<file path="src/hdl/cbes_pkg.sv">
// ----------------------------------------------------------------------------
// cbes_pkg: shared types for the cubic bezier easing solver
// Micro-operation codes, register selects, the micro-op table, controller
// states and the command and status bundles between controller and datapath.
// ----------------------------------------------------------------------------
package cbes_pkg;

  // arithmetic micro-operations
  typedef enum logic [2:0] {
    OP_ADD,
    OP_SUB,
    OP_MUL,
    OP_MUL3,
    OP_MUL6,
    OP_CLAMP,
    OP_LDY
  } uop_op_t;

  // working register selects
  typedef enum logic [3:0] {
    SEL_NONE,
    SEL_T,
    SEL_TW,
    SEL_U,
    SEL_M1,
    SEL_M3,
    SEL_M5,
    SEL_ACC,
    SEL_TMP,
    SEL_P1,
    SEL_P2,
    SEL_E,
    SEL_D,
    SEL_Q,
    SEL_ONE
  } sel_t;

  typedef struct packed {
    uop_op_t op;
    sel_t    dst;
    sel_t    sa;
    sel_t    sb;
  } uop_t;

  typedef logic [4:0] upc_t;

  // entry points of the micro-op table
  localparam upc_t UPC_CURVE      = 5'd0;
  localparam upc_t UPC_FINAL_END  = 5'd12;
  localparam upc_t UPC_CURVE_END  = 5'd13;
  localparam upc_t UPC_SLOPE      = 5'd14;
  localparam upc_t UPC_SLOPE_END  = 5'd23;
  localparam upc_t UPC_UPDATE     = 5'd24;
  localparam upc_t UPC_FINISH     = 5'd25;
  localparam upc_t UPC_FINISH_END = 5'd26;

  // configuration register indexes
  typedef enum logic [1:0] {
    REG_CTRL_X1,
    REG_CTRL_Y1,
    REG_CTRL_X2,
    REG_CTRL_Y2
  } reg_idx_t;

  // controller states
  typedef enum logic [3:0] {
    S_IDLE,
    S_CLASSIFY,
    S_CURVE,
    S_CHECK,
    S_SLOPE,
    S_DCHECK,
    S_DIVIDE,
    S_UPDATE,
    S_FINISH,
    S_FINAL,
    S_DONE
  } state_t;

  typedef struct packed {
    logic load;
    logic exec;
    logic phase;
    uop_t uop;
    logic div_start;
  } dp_cmd_t;

  typedef struct packed {
    logic special;
    logic converged;
    logic d_zero;
    logic div_done;
  } dp_status_t;

  // micro-op table: curve, slope, newton update, clamp and y load
  function automatic uop_t uop_rom(input upc_t pc);
    uop_t u;
    unique case (pc)
      5'd0:    u = '{OP_SUB,   SEL_U,    SEL_ONE, SEL_T};
      5'd1:    u = '{OP_MUL,   SEL_M1,   SEL_U,   SEL_U};
      5'd2:    u = '{OP_MUL,   SEL_TMP,  SEL_M1,  SEL_T};
      5'd3:    u = '{OP_MUL,   SEL_TMP,  SEL_TMP, SEL_P1};
      5'd4:    u = '{OP_MUL3,  SEL_ACC,  SEL_TMP, SEL_NONE};
      5'd5:    u = '{OP_MUL,   SEL_M3,   SEL_U,   SEL_T};
      5'd6:    u = '{OP_MUL,   SEL_TMP,  SEL_M3,  SEL_T};
      5'd7:    u = '{OP_MUL,   SEL_TMP,  SEL_TMP, SEL_P2};
      5'd8:    u = '{OP_MUL3,  SEL_TMP,  SEL_TMP, SEL_NONE};
      5'd9:    u = '{OP_ADD,   SEL_ACC,  SEL_ACC, SEL_TMP};
      5'd10:   u = '{OP_MUL,   SEL_M5,   SEL_T,   SEL_T};
      5'd11:   u = '{OP_MUL,   SEL_TMP,  SEL_M5,  SEL_T};
      5'd12:   u = '{OP_ADD,   SEL_ACC,  SEL_ACC, SEL_TMP};
      5'd13:   u = '{OP_SUB,   SEL_E,    SEL_ACC, SEL_TW};
      5'd14:   u = '{OP_MUL,   SEL_TMP,  SEL_M1,  SEL_P1};
      5'd15:   u = '{OP_MUL3,  SEL_ACC,  SEL_TMP, SEL_NONE};
      5'd16:   u = '{OP_SUB,   SEL_TMP,  SEL_P2,  SEL_P1};
      5'd17:   u = '{OP_MUL,   SEL_TMP,  SEL_M3,  SEL_TMP};
      5'd18:   u = '{OP_MUL6,  SEL_TMP,  SEL_TMP, SEL_NONE};
      5'd19:   u = '{OP_ADD,   SEL_ACC,  SEL_ACC, SEL_TMP};
      5'd20:   u = '{OP_SUB,   SEL_TMP,  SEL_ONE, SEL_P2};
      5'd21:   u = '{OP_MUL,   SEL_TMP,  SEL_M5,  SEL_TMP};
      5'd22:   u = '{OP_MUL3,  SEL_TMP,  SEL_TMP, SEL_NONE};
      5'd23:   u = '{OP_ADD,   SEL_D,    SEL_ACC, SEL_TMP};
      5'd24:   u = '{OP_SUB,   SEL_T,    SEL_T,   SEL_Q};
      5'd25:   u = '{OP_CLAMP, SEL_T,    SEL_T,   SEL_NONE};
      5'd26:   u = '{OP_LDY,   SEL_NONE, SEL_NONE, SEL_NONE};
      default: u = '{OP_ADD,   SEL_NONE, SEL_NONE, SEL_NONE};
    endcase
    return u;
  endfunction

endpackage

</file>
<file path="src/hdl/cubic_bezier_easing_solver.sv">
// For a time at or below 0 or at or above 1 the controller goes from classify straight to done.
// Otherwise each newton step runs the curve and slope micro-ops on the shared multiplier and the
// divider at one quotient bit a cycle, then the update; the clamp and the final y evaluation
// follow before the done beat. One item at a time: busy stays high until the done beat, which
// the receiver cannot stall; the next start is taken in the cycle after it. Synchronous reset
// restores the control point registers and the controller state, not the datapath registers.
// ----------------------------------------------------------------------------
// cubic_bezier_easing_solver: css-style cubic bezier timing function
// Apb control point registers, controller and datapath for the newton solve.
// ----------------------------------------------------------------------------
module cubic_bezier_easing_solver #(
  parameter int ITERATIONS     = 16,
  parameter int PORT_FRAC_BITS = 16,
  parameter int WORK_FRAC_BITS = 24
) (
  input  logic               clk,
  input  logic               rst,
  input  logic               psel,
  input  logic               penable,
  input  logic               pwrite,
  input  logic [3:0]         paddr,
  input  logic [31:0]        pwdata,
  output logic [31:0]        prdata,
  output logic               pready,
  input  logic               start,
  input  logic signed [17:0] progress_time,
  output logic               busy,
  output logic               done,
  output logic signed [17:0] eased_value
);
  import cbes_pkg::*;

  logic signed [17:0] ctrl_x1, ctrl_y1, ctrl_x2, ctrl_y2;
  logic signed [17:0] rd_sel;
  reg_idx_t           idx;
  dp_cmd_t            cmd;
  dp_status_t         status;

  assign pready = 1'b1;
  assign idx    = reg_idx_t'(paddr[3:2]);

  // control point registers
  always_ff @(posedge clk) begin
    if (rst) begin
      ctrl_x1 <= 18'sd16384;
      ctrl_y1 <= 18'sd6554;
      ctrl_x2 <= 18'sd16384;
      ctrl_y2 <= 18'sd65536;
    end else if (psel && penable && pwrite && pready) begin
      unique case (idx)
        REG_CTRL_X1: ctrl_x1 <= pwdata[17:0];
        REG_CTRL_Y1: ctrl_y1 <= pwdata[17:0];
        REG_CTRL_X2: ctrl_x2 <= pwdata[17:0];
        REG_CTRL_Y2: ctrl_y2 <= pwdata[17:0];
        default: ;
      endcase
    end
  end

  // register read
  always_comb begin
    unique case (idx)
      REG_CTRL_X1: rd_sel = ctrl_x1;
      REG_CTRL_Y1: rd_sel = ctrl_y1;
      REG_CTRL_X2: rd_sel = ctrl_x2;
      REG_CTRL_Y2: rd_sel = ctrl_y2;
      default:     rd_sel = '0;
    endcase
    prdata = 32'(rd_sel);
  end

  cbes_ctrl #(
    .ITERATIONS(ITERATIONS)
  ) u_ctrl (
    .clk    (clk),
    .rst    (rst),
    .start  (start),
    .status (status),
    .cmd    (cmd),
    .busy   (busy),
    .done   (done)
  );

  cbes_dpath #(
    .PORT_FRAC_BITS(PORT_FRAC_BITS),
    .WORK_FRAC_BITS(WORK_FRAC_BITS)
  ) u_dpath (
    .clk           (clk),
    .rst           (rst),
    .cmd           (cmd),
    .progress_time (progress_time),
    .ctrl_x1       (ctrl_x1),
    .ctrl_y1       (ctrl_y1),
    .ctrl_x2       (ctrl_x2),
    .ctrl_y2       (ctrl_y2),
    .status        (status),
    .eased_value   (eased_value)
  );

endmodule

</file>
<file path="src/hdl/cbes_div.sv">
// ----------------------------------------------------------------------------
// cbes_div: restoring divider for the newton step
// Signed work-format quotient, truncated toward zero, saturated when the
// integer part reaches eight; one quotient bit per cycle.
// ----------------------------------------------------------------------------
module cbes_div #(
  parameter int WORK_FRAC_BITS = 24
) (
  input  logic                             clk,
  input  logic                             rst,
  input  logic                             start,
  input  logic signed [WORK_FRAC_BITS+3:0] num,
  input  logic signed [WORK_FRAC_BITS+3:0] den,
  output logic                             done,
  output logic signed [WORK_FRAC_BITS+3:0] quo
);
  import cbes_pkg::*;

  localparam int F  = WORK_FRAC_BITS;
  localparam int W  = F + 4;
  localparam int CW = $clog2(W);
  localparam logic signed [W-1:0] WMAX = {1'b0, {(W-1){1'b1}}};
  localparam logic signed [W-1:0] WMIN = {1'b1, {(W-1){1'b0}}};

  logic          active;
  logic [CW-1:0] cnt;
  logic [W-1:0]  rem;
  logic [W-2:0]  nsh;
  logic [W-2:0]  qacc;
  logic          neg;

  logic [W-1:0]  ua;
  logic [W-1:0]  ud;
  logic          ovf;
  logic          sign_in;
  logic [W:0]    r2;
  logic [W:0]    diff;
  logic          ge;
  logic [W-1:0]  rnew;
  logic [W-2:0]  qnext;

  // operand magnitudes and overflow test
  always_comb begin
    ua      = num[W-1] ? W'(-num) : W'(num);
    ud      = den[W-1] ? W'(-den) : W'(den);
    ovf     = {3'b000, ua} >= {ud, 3'b000};
    sign_in = num[W-1] ^ den[W-1];
  end

  // one restoring step
  always_comb begin
    r2    = {rem, nsh[W-2]};
    diff  = r2 - {1'b0, ud};
    ge    = r2 >= {1'b0, ud};
    rnew  = ge ? diff[W-1:0] : r2[W-1:0];
    qnext = {qacc[W-3:0], ge};
  end

  // sequencing
  always_ff @(posedge clk) begin
    if (rst) begin
      active <= 1'b0;
      done   <= 1'b0;
    end else begin
      done <= 1'b0;
      if (start) begin
        neg <= sign_in;
        if (ovf) begin
          done <= 1'b1;
          quo  <= sign_in ? WMIN : WMAX;
        end else begin
          active <= 1'b1;
          cnt    <= CW'(W - 2);
          rem    <= ua >> 3;
          nsh    <= {ua[2:0], {F{1'b0}}};
          qacc   <= '0;
        end
      end else if (active) begin
        rem  <= rnew;
        nsh  <= nsh << 1;
        qacc <= qnext;
        if (cnt == '0) begin
          active <= 1'b0;
          done   <= 1'b1;
          quo    <= neg ? -$signed({1'b0, qnext}) : $signed({1'b0, qnext});
        end else begin
          cnt <= cnt - 1'b1;
        end
      end
    end
  end

endmodule

</file>
<file path="src/hdl/cbes_dpath.sv">
// ----------------------------------------------------------------------------
// cbes_dpath: working registers and arithmetic of the easing solver
// Saturating add, subtract and scale, clamp, a rounding multiplier with a
// registered product, format conversion and the newton divider.
// ----------------------------------------------------------------------------
module cbes_dpath #(
  parameter int PORT_FRAC_BITS = 16,
  parameter int WORK_FRAC_BITS = 24
) (
  input  logic                 clk,
  input  logic                 rst,
  input  cbes_pkg::dp_cmd_t    cmd,
  input  logic signed [17:0]   progress_time,
  input  logic signed [17:0]   ctrl_x1,
  input  logic signed [17:0]   ctrl_y1,
  input  logic signed [17:0]   ctrl_x2,
  input  logic signed [17:0]   ctrl_y2,
  output cbes_pkg::dp_status_t status,
  output logic signed [17:0]   eased_value
);
  import cbes_pkg::*;

  localparam int F  = WORK_FRAC_BITS;
  localparam int P  = PORT_FRAC_BITS;
  localparam int W  = F + 4;
  localparam int XW = F + 18;
  localparam int YW = W + P;
  localparam int MW = 2 * W + 1 - F;

  localparam int TW_UP  = (F >= P) ? F - P : 0;
  localparam int TW_DN  = (F >= P) ? 1 : P - F;
  localparam int TP_DN  = (F > P) ? F - P : 1;
  localparam int TP_UP  = (F > P) ? 0 : P - F;
  localparam int EPS_SH = (F >= 20) ? F - 20 : 0;

  localparam logic signed [W-1:0]  WMAX   = {1'b0, {(W-1){1'b1}}};
  localparam logic signed [W-1:0]  WMIN   = {1'b1, {(W-1){1'b0}}};
  localparam logic signed [XW-1:0] WMAX_X = XW'(WMAX);
  localparam logic signed [XW-1:0] WMIN_X = XW'(WMIN);
  localparam logic signed [W-1:0]  ONE    = W'(1) <<< F;
  localparam logic signed [W-1:0]  EPS    = W'(1) <<< EPS_SH;
  localparam logic signed [31:0]   ONE_PORT = 32'sd1 <<< P;
  localparam logic signed [17:0]   ONE_OUT  = (P >= 17) ? 18'sh1FFFF : 18'(1 << P);
  localparam logic signed [YW-1:0] PMAX   = YW'(131071);
  localparam logic signed [YW-1:0] PMIN   = YW'(-131072);

  function automatic logic signed [W-1:0] sat_x(input logic signed [XW-1:0] v);
    if (v > WMAX_X) return WMAX;
    if (v < WMIN_X) return WMIN;
    return v[W-1:0];
  endfunction

  function automatic logic signed [W-1:0] to_work(input logic signed [17:0] v);
    logic signed [XW-1:0] x;
    logic signed [XW-1:0] m;
    logic signed [XW-1:0] r;
    x = XW'(v);
    if (F >= P) begin
      x = x <<< TW_UP;
    end else begin
      m = (x < 0) ? -x : x;
      r = (m + (XW'(1) <<< (TW_DN - 1))) >>> TW_DN;
      x = (v < 0) ? -r : r;
    end
    return sat_x(x);
  endfunction

  function automatic logic signed [17:0] to_port(input logic signed [W-1:0] v);
    logic signed [YW-1:0] x;
    logic signed [YW-1:0] m;
    logic signed [YW-1:0] r;
    x = YW'(v);
    if (F > P) begin
      m = (x < 0) ? -x : x;
      r = (m + (YW'(1) <<< (TP_DN - 1))) >>> TP_DN;
      x = (v < 0) ? -r : r;
    end else begin
      x = x <<< TP_UP;
    end
    if (x > PMAX) return 18'sh1FFFF;
    if (x < PMIN) return 18'sh20000;
    return x[17:0];
  endfunction

  // working registers
  logic signed [W-1:0] t, tw, u, m1, m3, m5, acc, tmp, p1, p2, e, d;
  logic signed [17:0]  time_raw;
  logic [2*W-1:0]      prod;
  logic                prod_neg;

  logic signed [W-1:0] a, b, alu, mul_res, quo;
  logic [W-1:0]        mag_a, mag_b;
  logic [2*W:0]        rsum;
  logic [MW-1:0]       mr;
  logic                pos_ovf, neg_ovf;
  logic                wr, div_done;
  logic                le0, ge1;

  // operand selection
  always_comb begin
    case (cmd.uop.sa)
      SEL_T:   a = t;
      SEL_TW:  a = tw;
      SEL_U:   a = u;
      SEL_M1:  a = m1;
      SEL_M3:  a = m3;
      SEL_M5:  a = m5;
      SEL_ACC: a = acc;
      SEL_TMP: a = tmp;
      SEL_P1:  a = p1;
      SEL_P2:  a = p2;
      SEL_E:   a = e;
      SEL_D:   a = d;
      SEL_Q:   a = quo;
      SEL_ONE: a = ONE;
      default: a = '0;
    endcase
    case (cmd.uop.sb)
      SEL_T:   b = t;
      SEL_TW:  b = tw;
      SEL_U:   b = u;
      SEL_M1:  b = m1;
      SEL_M3:  b = m3;
      SEL_M5:  b = m5;
      SEL_ACC: b = acc;
      SEL_TMP: b = tmp;
      SEL_P1:  b = p1;
      SEL_P2:  b = p2;
      SEL_E:   b = e;
      SEL_D:   b = d;
      SEL_Q:   b = quo;
      SEL_ONE: b = ONE;
      default: b = '0;
    endcase
  end

  // multiplier rounding and saturation
  always_comb begin
    mag_a   = a[W-1] ? W'(-a) : W'(a);
    mag_b   = b[W-1] ? W'(-b) : W'(b);
    rsum    = {1'b0, prod} + ((2 * W + 1)'(1) << (F - 1));
    mr      = rsum[2*W:F];
    pos_ovf = |mr[MW-1:W-1];
    neg_ovf = (|mr[MW-1:W]) || (mr[W-1] && (|mr[W-2:0]));
    if (prod_neg) mul_res = neg_ovf ? WMIN : -$signed(mr[W-1:0]);
    else          mul_res = pos_ovf ? WMAX : $signed(mr[W-1:0]);
  end

  // saturating alu
  always_comb begin
    case (cmd.uop.op)
      OP_ADD:   alu = sat_x(XW'(a) + XW'(b));
      OP_SUB:   alu = sat_x(XW'(a) - XW'(b));
      OP_MUL3:  alu = sat_x(XW'(a) + (XW'(a) <<< 1));
      OP_MUL6:  alu = sat_x((XW'(a) <<< 1) + (XW'(a) <<< 2));
      OP_MUL:   alu = mul_res;
      OP_CLAMP: alu = (a < 0) ? '0 : ((a > ONE) ? ONE : a);
      default:  alu = '0;
    endcase
    wr = cmd.exec && ((cmd.uop.op != OP_MUL) || cmd.phase);
  end

  // register writeback
  always_ff @(posedge clk) begin
    if (cmd.load) begin
      time_raw <= progress_time;
      t        <= to_work(progress_time);
      tw       <= to_work(progress_time);
      p1       <= to_work(ctrl_x1);
      p2       <= to_work(ctrl_x2);
    end else if (cmd.exec && cmd.uop.op == OP_LDY) begin
      p1 <= to_work(ctrl_y1);
      p2 <= to_work(ctrl_y2);
    end else if (cmd.exec && cmd.uop.op == OP_MUL && !cmd.phase) begin
      prod     <= mag_a * mag_b;
      prod_neg <= a[W-1] ^ b[W-1];
    end else if (wr) begin
      case (cmd.uop.dst)
        SEL_T:   t   <= alu;
        SEL_U:   u   <= alu;
        SEL_M1:  m1  <= alu;
        SEL_M3:  m3  <= alu;
        SEL_M5:  m5  <= alu;
        SEL_ACC: acc <= alu;
        SEL_TMP: tmp <= alu;
        SEL_E:   e   <= alu;
        SEL_D:   d   <= alu;
        default: ;
      endcase
    end
  end

  // newton divider
  cbes_div #(
    .WORK_FRAC_BITS(WORK_FRAC_BITS)
  ) u_div (
    .clk   (clk),
    .rst   (rst),
    .start (cmd.div_start),
    .num   (e),
    .den   (d),
    .done  (div_done),
    .quo   (quo)
  );

  // status and result
  always_comb begin
    le0              = time_raw <= 18'sd0;
    ge1              = 32'(time_raw) >= ONE_PORT;
    status.special   = le0 || ge1;
    status.converged = (e > -EPS) && (e < EPS);
    status.d_zero    = (d == '0);
    status.div_done  = div_done;
    if (le0)      eased_value = '0;
    else if (ge1) eased_value = ONE_OUT;
    else          eased_value = to_port(acc);
  end

endmodule

</file>
<file path="src/hdl/cbes_ctrl.sv">
// ----------------------------------------------------------------------------
// cbes_ctrl: sequencer of the easing solver
// Walks the micro-op table for curve and slope, runs the newton loop with
// early exit, then evaluates y at the clamped parameter.
// ----------------------------------------------------------------------------
module cbes_ctrl #(
  parameter int ITERATIONS = 16
) (
  input  logic                 clk,
  input  logic                 rst,
  input  logic                 start,
  input  cbes_pkg::dp_status_t status,
  output cbes_pkg::dp_cmd_t    cmd,
  output logic                 busy,
  output logic                 done
);
  import cbes_pkg::*;

  localparam int ITER_W = (ITERATIONS > 1) ? $clog2(ITERATIONS) : 1;

  state_t            state, state_next;
  upc_t              pc, pc_next;
  logic              phase, phase_next;
  logic [ITER_W-1:0] iter, iter_next;

  uop_t uop;
  logic exec_st;
  logic step_done;
  upc_t end_pc;
  logic last;

  // current micro-op and step completion
  always_comb begin
    uop       = uop_rom(pc);
    exec_st   = (state == S_CURVE) || (state == S_SLOPE) || (state == S_UPDATE) ||
                (state == S_FINISH) || (state == S_FINAL);
    step_done = (uop.op != OP_MUL) || phase;
    unique case (state)
      S_SLOPE:  end_pc = UPC_SLOPE_END;
      S_UPDATE: end_pc = UPC_UPDATE;
      S_FINISH: end_pc = UPC_FINISH_END;
      S_FINAL:  end_pc = UPC_FINAL_END;
      default:  end_pc = UPC_CURVE_END;
    endcase
    last = step_done && (pc == end_pc);
  end

  // next state
  always_comb begin
    state_next = state;
    pc_next    = pc;
    phase_next = phase;
    iter_next  = iter;
    if (exec_st) begin
      if (step_done) begin
        phase_next = 1'b0;
        pc_next    = pc + 1'b1;
      end else begin
        phase_next = 1'b1;
      end
    end
    unique case (state)
      S_IDLE: begin
        if (start) state_next = S_CLASSIFY;
      end
      S_CLASSIFY: begin
        if (status.special) begin
          state_next = S_DONE;
        end else begin
          state_next = S_CURVE;
          pc_next    = UPC_CURVE;
          iter_next  = '0;
        end
      end
      S_CURVE: begin
        if (last) state_next = S_CHECK;
      end
      S_CHECK: begin
        if (status.converged) begin
          state_next = S_FINISH;
          pc_next    = UPC_FINISH;
        end else begin
          state_next = S_SLOPE;
          pc_next    = UPC_SLOPE;
        end
      end
      S_SLOPE: begin
        if (last) state_next = S_DCHECK;
      end
      S_DCHECK: begin
        if (status.d_zero) begin
          state_next = S_FINISH;
          pc_next    = UPC_FINISH;
        end else begin
          state_next = S_DIVIDE;
        end
      end
      S_DIVIDE: begin
        if (status.div_done) begin
          state_next = S_UPDATE;
          pc_next    = UPC_UPDATE;
        end
      end
      S_UPDATE: begin
        if (iter == ITER_W'(ITERATIONS - 1)) begin
          state_next = S_FINISH;
          pc_next    = UPC_FINISH;
        end else begin
          state_next = S_CURVE;
          pc_next    = UPC_CURVE;
          iter_next  = iter + 1'b1;
        end
      end
      S_FINISH: begin
        if (last) begin
          state_next = S_FINAL;
          pc_next    = UPC_CURVE;
        end
      end
      S_FINAL: begin
        if (last) state_next = S_DONE;
      end
      S_DONE: begin
        state_next = S_IDLE;
      end
      default: state_next = S_IDLE;
    endcase
  end

  // outputs
  always_comb begin
    busy          = (state != S_IDLE);
    done          = (state == S_DONE);
    cmd.load      = (state == S_IDLE) && start;
    cmd.exec      = exec_st;
    cmd.phase     = phase;
    cmd.uop       = uop;
    cmd.div_start = (state == S_DCHECK) && !status.d_zero;
  end

  // state registers
  always_ff @(posedge clk) begin
    if (rst) begin
      state <= S_IDLE;
      pc    <= UPC_CURVE;
      phase <= 1'b0;
      iter  <= '0;
    end else begin
      state <= state_next;
      pc    <= pc_next;
      phase <= phase_next;
      iter  <= iter_next;
    end
  end

  // divider is never started on a zero slope
  a_div_nonzero: assert property (@(posedge clk) disable iff (rst)
    cmd.div_start |-> !status.d_zero)
    else $error("divider started with zero slope");

  // a finished quotient always leads to the update step
  a_div_update: assert property (@(posedge clk) disable iff (rst)
    (state == S_DIVIDE && status.div_done) |=> (state == S_UPDATE))
    else $error("quotient not taken into update");

  // second multiply phase only inside a multiply micro-op
  a_phase_mul: assert property (@(posedge clk) disable iff (rst)
    phase |-> (exec_st && uop.op == OP_MUL))
    else $error("multiply phase outside multiply");

endmodule
</file>
<file path="config.mk">
export PLATFORM = sky130hd
export DESIGN_NAME = cubic_bezier_easing_solver
export DESIGN_NICKNAME = d
export VERILOG_FILES = /design/src/hdl/cbes_pkg.sv /design/src/hdl/cubic_bezier_easing_solver.sv /design/src/hdl/cbes_div.sv /design/src/hdl/cbes_dpath.sv /design/src/hdl/cbes_ctrl.sv
export SDC_FILE = /design/constraint.sdc
export NUM_CORES = 2
export LEC_CHECK = 0
export BUFFER_PORTS_ARGS = -buffer_cell sky130_fd_sc_hd__buf_2
export CAP_MARGIN = 20
export CORE_MARGIN = 1
export CORE_UTILIZATION = 30
export CTS_BUF_LIST = sky130_fd_sc_hd__clkbuf_8
export DETAILED_ROUTE_END_ITERATION = 10
export PLACE_DENSITY = 0.4
export SLEW_MARGIN = 40
export SYNTH_ARGS = -nofsm -noshare
export SYNTH_HDL_FRONTEND = slang
export SYNTH_SLANG_ARGS = --single-unit
export TNS_END_PERCENT = 1
</file>
<file path="constraint.sdc">
create_clock -name clk -period 27 [get_ports clk]
set_input_delay 6.75 -clock clk [delete_from_list [all_inputs] [get_ports clk]]
set_output_delay 6.75 -clock clk [all_outputs]
set_load 0.005 [all_outputs]
</file>
# Word-level counts from Yosys, hierarchy flattened
# Memories as Yosys holds them, arrays and structs flattened. A register that Yosys moved wholly into a read port is not among the register bits.
# Index checks and enable logic that the tools add are counted.
# Widths: inputs -> output; s select.
dict set report totals {
  ff_bits 614
  latchBits 0
  ramBits 0
  mem_bits_ro 480
  inputBits 60
  out_inout_bits 53
  elab_cells 399
  mem_count 1
}
# memory words word_bits rd rd_ports_with_merged_regs wr line
set memory_table {}
lappend memory_table {{(name not given)} 32 15 1 1 0 cbes_pkg.sv:98} ;# unique case (pc)
dict set report op_classes {
  addsub 18
  multipliers 1
  n_div 0
  magnitude_cmp 30
  eq_ne 72
  shift 0
  muxes 185
  bitwise_logic 6
  reduce_logical 55
}
# cell count
set ops {}
lappend ops {{$mux 28} 64}
lappend ops {{$pmux 28 s14} 2}
lappend ops {{$gt 42x28->1 const B} 9}
lappend ops {{$lt 42x28->1 const B} 9}
lappend ops {{$mux 42} 7}
lappend ops {{$mux 44} 4}
lappend ops {{$pmux 28 s6} 1}
lappend ops {{$neg 28->28} 5}
lappend ops {{$mux 18} 6}
lappend ops {{$eq 4x4->1 const B} 21}
lappend ops {{$lt 28x1->1 const B} 3}
lappend ops {{$mux 27} 3}
lappend ops {{$mux 26} 3}
lappend ops {{$pmux 18 s4} 1}
lappend ops {{$mux 1} 65}
lappend ops {{$mux 5} 13}
lappend ops {{$eq 4x3->1 const B} 16}
lappend ops {{$add 56x24->57 const B} 1}
lappend ops {{$mul 28x28->56} 1}
lappend ops {{$mux 4} 12}
lappend ops {{$add 44x9->44 const B} 1}
lappend ops {{$gt 44x18->1 const B} 1}
lappend ops {{$lt 44x18->1 const B} 1}
lappend ops {{$neg 28->44} 1}
lappend ops {{52 further kinds} 117}

# Depth between registers and ports, before layout
dict set report depth {
  ltp_word 19
  mapped_depth 44
  ltp_nobuf 40
}

# Modules after synthesis
# From an unflattened synthesis, not the netlist that was laid out.
dict set report hier_totals {
  hier_cells 7090
  area_unflattened_um2 64411.8
}
# module instances cells_each area_per_inst_um2 seq_area_each_um2
set by_module_without_submodules {}
lappend by_module_without_submodules {cbes_dpath 1 5605 50866.3 10209.8}
lappend by_module_without_submodules {cbes_div 1 857 7815.0 2772.7}
lappend by_module_without_submodules {cubic_bezier_easing_solver 1 328 3452.1 1441.4}
lappend by_module_without_submodules {cbes_ctrl 1 300 2278.4 580.6}

# Least setup slack after synthesis
# OpenSTA, ideal clock, no wires.
dict set report synth_path {
  kind {input -> output}
  start {in paddr[2]}
  end {out prdata[18]}
  t_arrival_ns 8.329
  required_ns 20.250
  path_slack_ns 11.921
  cell_stages 4
  n_path_buf 3
  path_cell_list {clkbuf_1 -> buf_1 -> mux4_2 -> buf_4}
}
dict set report synth_via {
  elab_chain_len 2
  elab_cells_between_ends 5
  classes_between {3 x eq/ne; 1 x mux; 1 x reduce/logical}
}
# element line
set synth_lines {}
lappend synth_lines {{start: declaration} cubic_bezier_easing_solver.sv:21} ;# input logic [3:0] paddr,
lappend synth_lines {{$eq 2x2->1 (tied with other cells)} cubic_bezier_easing_solver.sv:62} ;# unique case (idx)
lappend synth_lines {{$pmux 18 s4 (*)} cubic_bezier_easing_solver.sv:62}
lappend synth_lines {{end: declaration} cubic_bezier_easing_solver.sv:23} ;# output logic [31:0] prdata,
# Mark *: on every way between the ends. The rest lies on a longest branch, timed or not.

# Worst setup path in the final report
dict set report layout_path {
  start {in paddr[2]}
  end {out prdata[31]}
}
# Same word-level chain as after synthesis.

==> results.json <==
{
  "relSlewSlack_pct": 39.53,
  "ant_nets": 0,
  "hold_class": "reg -> reg",
  "num_vias": 55651,
  "crit_arrival_ps": 8080,
  "synthAdderAreaFrac_pct": 28.83,
  "critical_path_class": "in -> out",
  "gp_congestion": 0.9033,
  "setup_viol": 0,
  "crit_path_max_fanout": 25,
  "placed_cells": 9992,
  "coreArea_mm2": 0.2121,
  "insertion_delay_ps": 890,
  "synth_nets": 8362,
  "overflow": 0,
  "r2r-start": "u_ctrl.uop[7]",
  "cts.sinks": 534,
  "syn_area_mm2": 0.06400,
  "viasPerCell": 5.463,
  "start_util_pct": 30.18,
  "synth_edf_count": 431,
  "dr.pass1.iters": 11,
  "r2r_setup_slack_ps": 13890,
  "synthTopCellsByCount": "nand2_1, inv_1, fa_1, nor2_1, edfxtp_1",
  "die_w_um": 463.9,
  "cts_buffers": 99,
  "cts_setup_buffers": 0,
  "status": "complete, but fails checks",
  "top_level_ports": 113,
  "cts_hold_buffers": 0,
  "setup.worst_path.start_class": "input pin",
  "cts-htree-levels": 3,
  "post_synth_num_cell_types": 128,
  "fin_crit_sh_pct": 54.91,
  "io_buffer_count": 95,
  "yosysTopAreaCell": "fa_1",
  "hpwl_um": 207900,
  "cts.clk_slew.worst_paths_ps": 60,
  "nNetsFinal": 8402,
  "cts_resized": 0,
  "rsz0062_at_grt": "false",
  "drc": 22,
  "dieArea_mm2": 0.2152,
  "cp.required_ps": 20250,
  "min_to": "ctrl_y2[8]",
  "die_h_um": 463.9,
  "yosys_warnings": 0,
  "grtUsageTotal_pct": 24.92,
  "finClkSkew_ps": 106.7,
  "maxCapViolations": 0,
  "grt_max_degree": 78,
  "holdPathStages": 2,
  "clk_path_buf_depth": 3,
  "fmax_mhz": 67.45,
  "cts_tree": "yes",
  "synth_seq_area_share_pct": 23.44,
  "grt_pass1_vias": 54852,
  "clockRootBuffer": "clkbuf_8",
  "synth_top_cell_area_share_pct": 21.21,
  "finalSetupTns_ps": 0,
  "synth-xor-area-share_pct": 4.968,
  "async_flop_share_pct": 0,
  "grt_pass1_wl_um": 393000,
  "finalMaxSlewViolations": 0,
  "ys.flop_type": "edfxtp_1",
  "worst_setup_path_end_kind": "primary output",
  "synth_mux_area_share_pct": 1.695,
  "tightest_slew_ps": 900.6,
  "whs_ps": 467.1,
  "hp-start": "ctrl_y2[8]",
  "synthSimpleGateAreaFrac_pct": 17.68,
  "drt_iter0_markers": 6054,
  "finalWorstPathRequiredPeriod_ps": 14830,
  "rows": 169,
  "synth_top_cells_by_area": "fa_1, edfxtp_1, ha_1",
  "final_util_pct": 33.53,
  "grt_antenna_before_repair": 28,
  "wire_per_inst_um": 26.71,
  "syn_to_final_growth_pct": 11.12,
  "synth_top_family_by_area": "adder cells",
  "syn_avg_cell_area_um2": 8.847,
  "syn_inst": 7234,
  "yosysMostFrequentCell": "nand2_1",
  "wl_um": 272100,
  "hold_viol_final": 0,
  "reg2reg_depth": 43,
  "stdcell_count": 10187,
  "drive_gt1_share_pct": 10.01,
  "synth_compound_area_share_pct": 14.92,
  "r2r_end": "u_dpath.prod[49]",
  "ys_ff_latch": 534,
  "failed_checks": "DRC"
}
-- cell type report --
cell class	instances	area, um^2
diodes	6	15.01
clock buffers	107	1473
clock inverters	80	579.3
fillers	22257	141000
inverters	992	3724
multi-input cells	5333	44530
flip-flops and latches	534	15010
well taps	2821	3530
repair buffers	314	2253
-- state kept, by name (all words and copies together) (netlist names), 17 cells and up --
register	count
u_dpath.u_div.qacc	26
u_dpath.u_div.quo	28
u_dpath.tmp	28
u_dpath.tw	17
u_dpath.m1	28
ctrl_y1	18
u_dpath.p1	18
u_dpath.acc	28
u_dpath.t	28
ctrl_x2	18
u_dpath.m5	28
ctrl_y2	18
u_dpath.p2	18
u_dpath.d	28
u_dpath.prod	33
ctrl_x1	18
u_dpath.u	28
u_dpath.m3	28
u_dpath.e	28
u_dpath.u_div.rem	28
-- layer usage --
metal / vias to the layer above / track usage [%] / wire length (um)
li1: 24648 / - / -
met4: 16 / 7.093 / 7982
met2: 2328 / 37.98 / 118400
met1: 28271 / 35.92 / 125100
met3: 388 / 4.270 / 20530
met5: - / 0 / 109
-- worst max-delay path, cell delays in order --
cell and delay, ps:
buf_4 400, mux4_2 720, buf_2 180
-- layout by cell type (no fill, tap or decap), types with 28 or more instances in the layout --
| cell type | synthesis | layout |
|---|---|---|
| edfxtp_1 | 431 | 431 |
| xor2_1 | 134 | 124 |
| buf_2 | 36 | 97 |
| a21o_1 | 71 | 71 |
| ha_1 | 390 | 390 |
| nor2_1 | 600 | 578 |
| nand2_1 | 999 | 997 |
| a31oi_1 | 83 | 82 |
| inv_1 | 987 | 1006 |
| nor3_1 | 92 | 77 |
| a221oi_1 | 42 | 42 |
| nor4_1 | 37 | 35 |
| a22o_1 | 30 | 30 |
| a222oi_1 | 30 | 30 |
| clkinv_1 | 4 | 28 |
| clkbuf_8 | 6 | 107 |
| mux2i_1 | 36 | 35 |
| a22oi_1 | 190 | 190 |
| or2_2 | 28 | 28 |
| and3_1 | 56 | 55 |
| o21ai_0 | 178 | 175 |
| fa_1 | 678 | 678 |
| nand4_1 | 65 | 65 |
| dfxtp_1 | 103 | 99 |
| or3_1 | 48 | 47 |
| nor2b_1 | 56 | 51 |
| buf_4 | 22 | 198 |
| a21oi_1 | 330 | 328 |
| nand3_1 | 176 | 174 |
| and2_1 | 88 | 86 |
| a211oi_1 | 28 | 28 |
| o31ai_1 | 38 | 36 |
| xnor2_1 | 229 | 188 |
| nand2b_1 | 59 | 59 |
| o21a_1 | 37 | 37 |
| xnor2_2 | 0 | 28 |
-- how the worst max path moves through the flow --
stage / from / depth (start not counted) / end / slack, ps
3_3_place_gp: paddr[2] / 3 / prdata[30] / 11890
2_1_floorplan: paddr[2] / 4 / prdata[18] / 11920
3_5_place_dp: paddr[2] / 3 / prdata[31] / 12150
4_1_cts: paddr[2] / 3 / prdata[31] / 12150
6_report: paddr[2] / 3 / prdata[31] / 12170
5_1_grt: paddr[2] / 3 / prdata[28] / 12100
-- per-stage QoR --
| stage | instance area (um^2) | setup slack (ps) |
|---|---|---|
| 5_1_grt | 71110 | 12100 |
| 3_3_place_gp | 68580 | 11890 |
| 2_1_floorplan | 64000 | 11920 |
| 4_1_cts | 71040 | 12150 |
| 3_5_place_dp | 68990 | 12150 |
| 6_report | 71120 | 12170 |
-- cells by family after synthesis --
group	Yosys count
AOI/OAI and AO/OA	1376
xor gates and xnor gates	363
adders and majority gates	1068
buffers and inverters	1367
DFF	534
muxes	80
other	1
and+or+nand+nor	2445
Power is left out: the tool's default activity adds up to more than one toggle a clock period on the data nets, which glitch-free logic cannot reach.
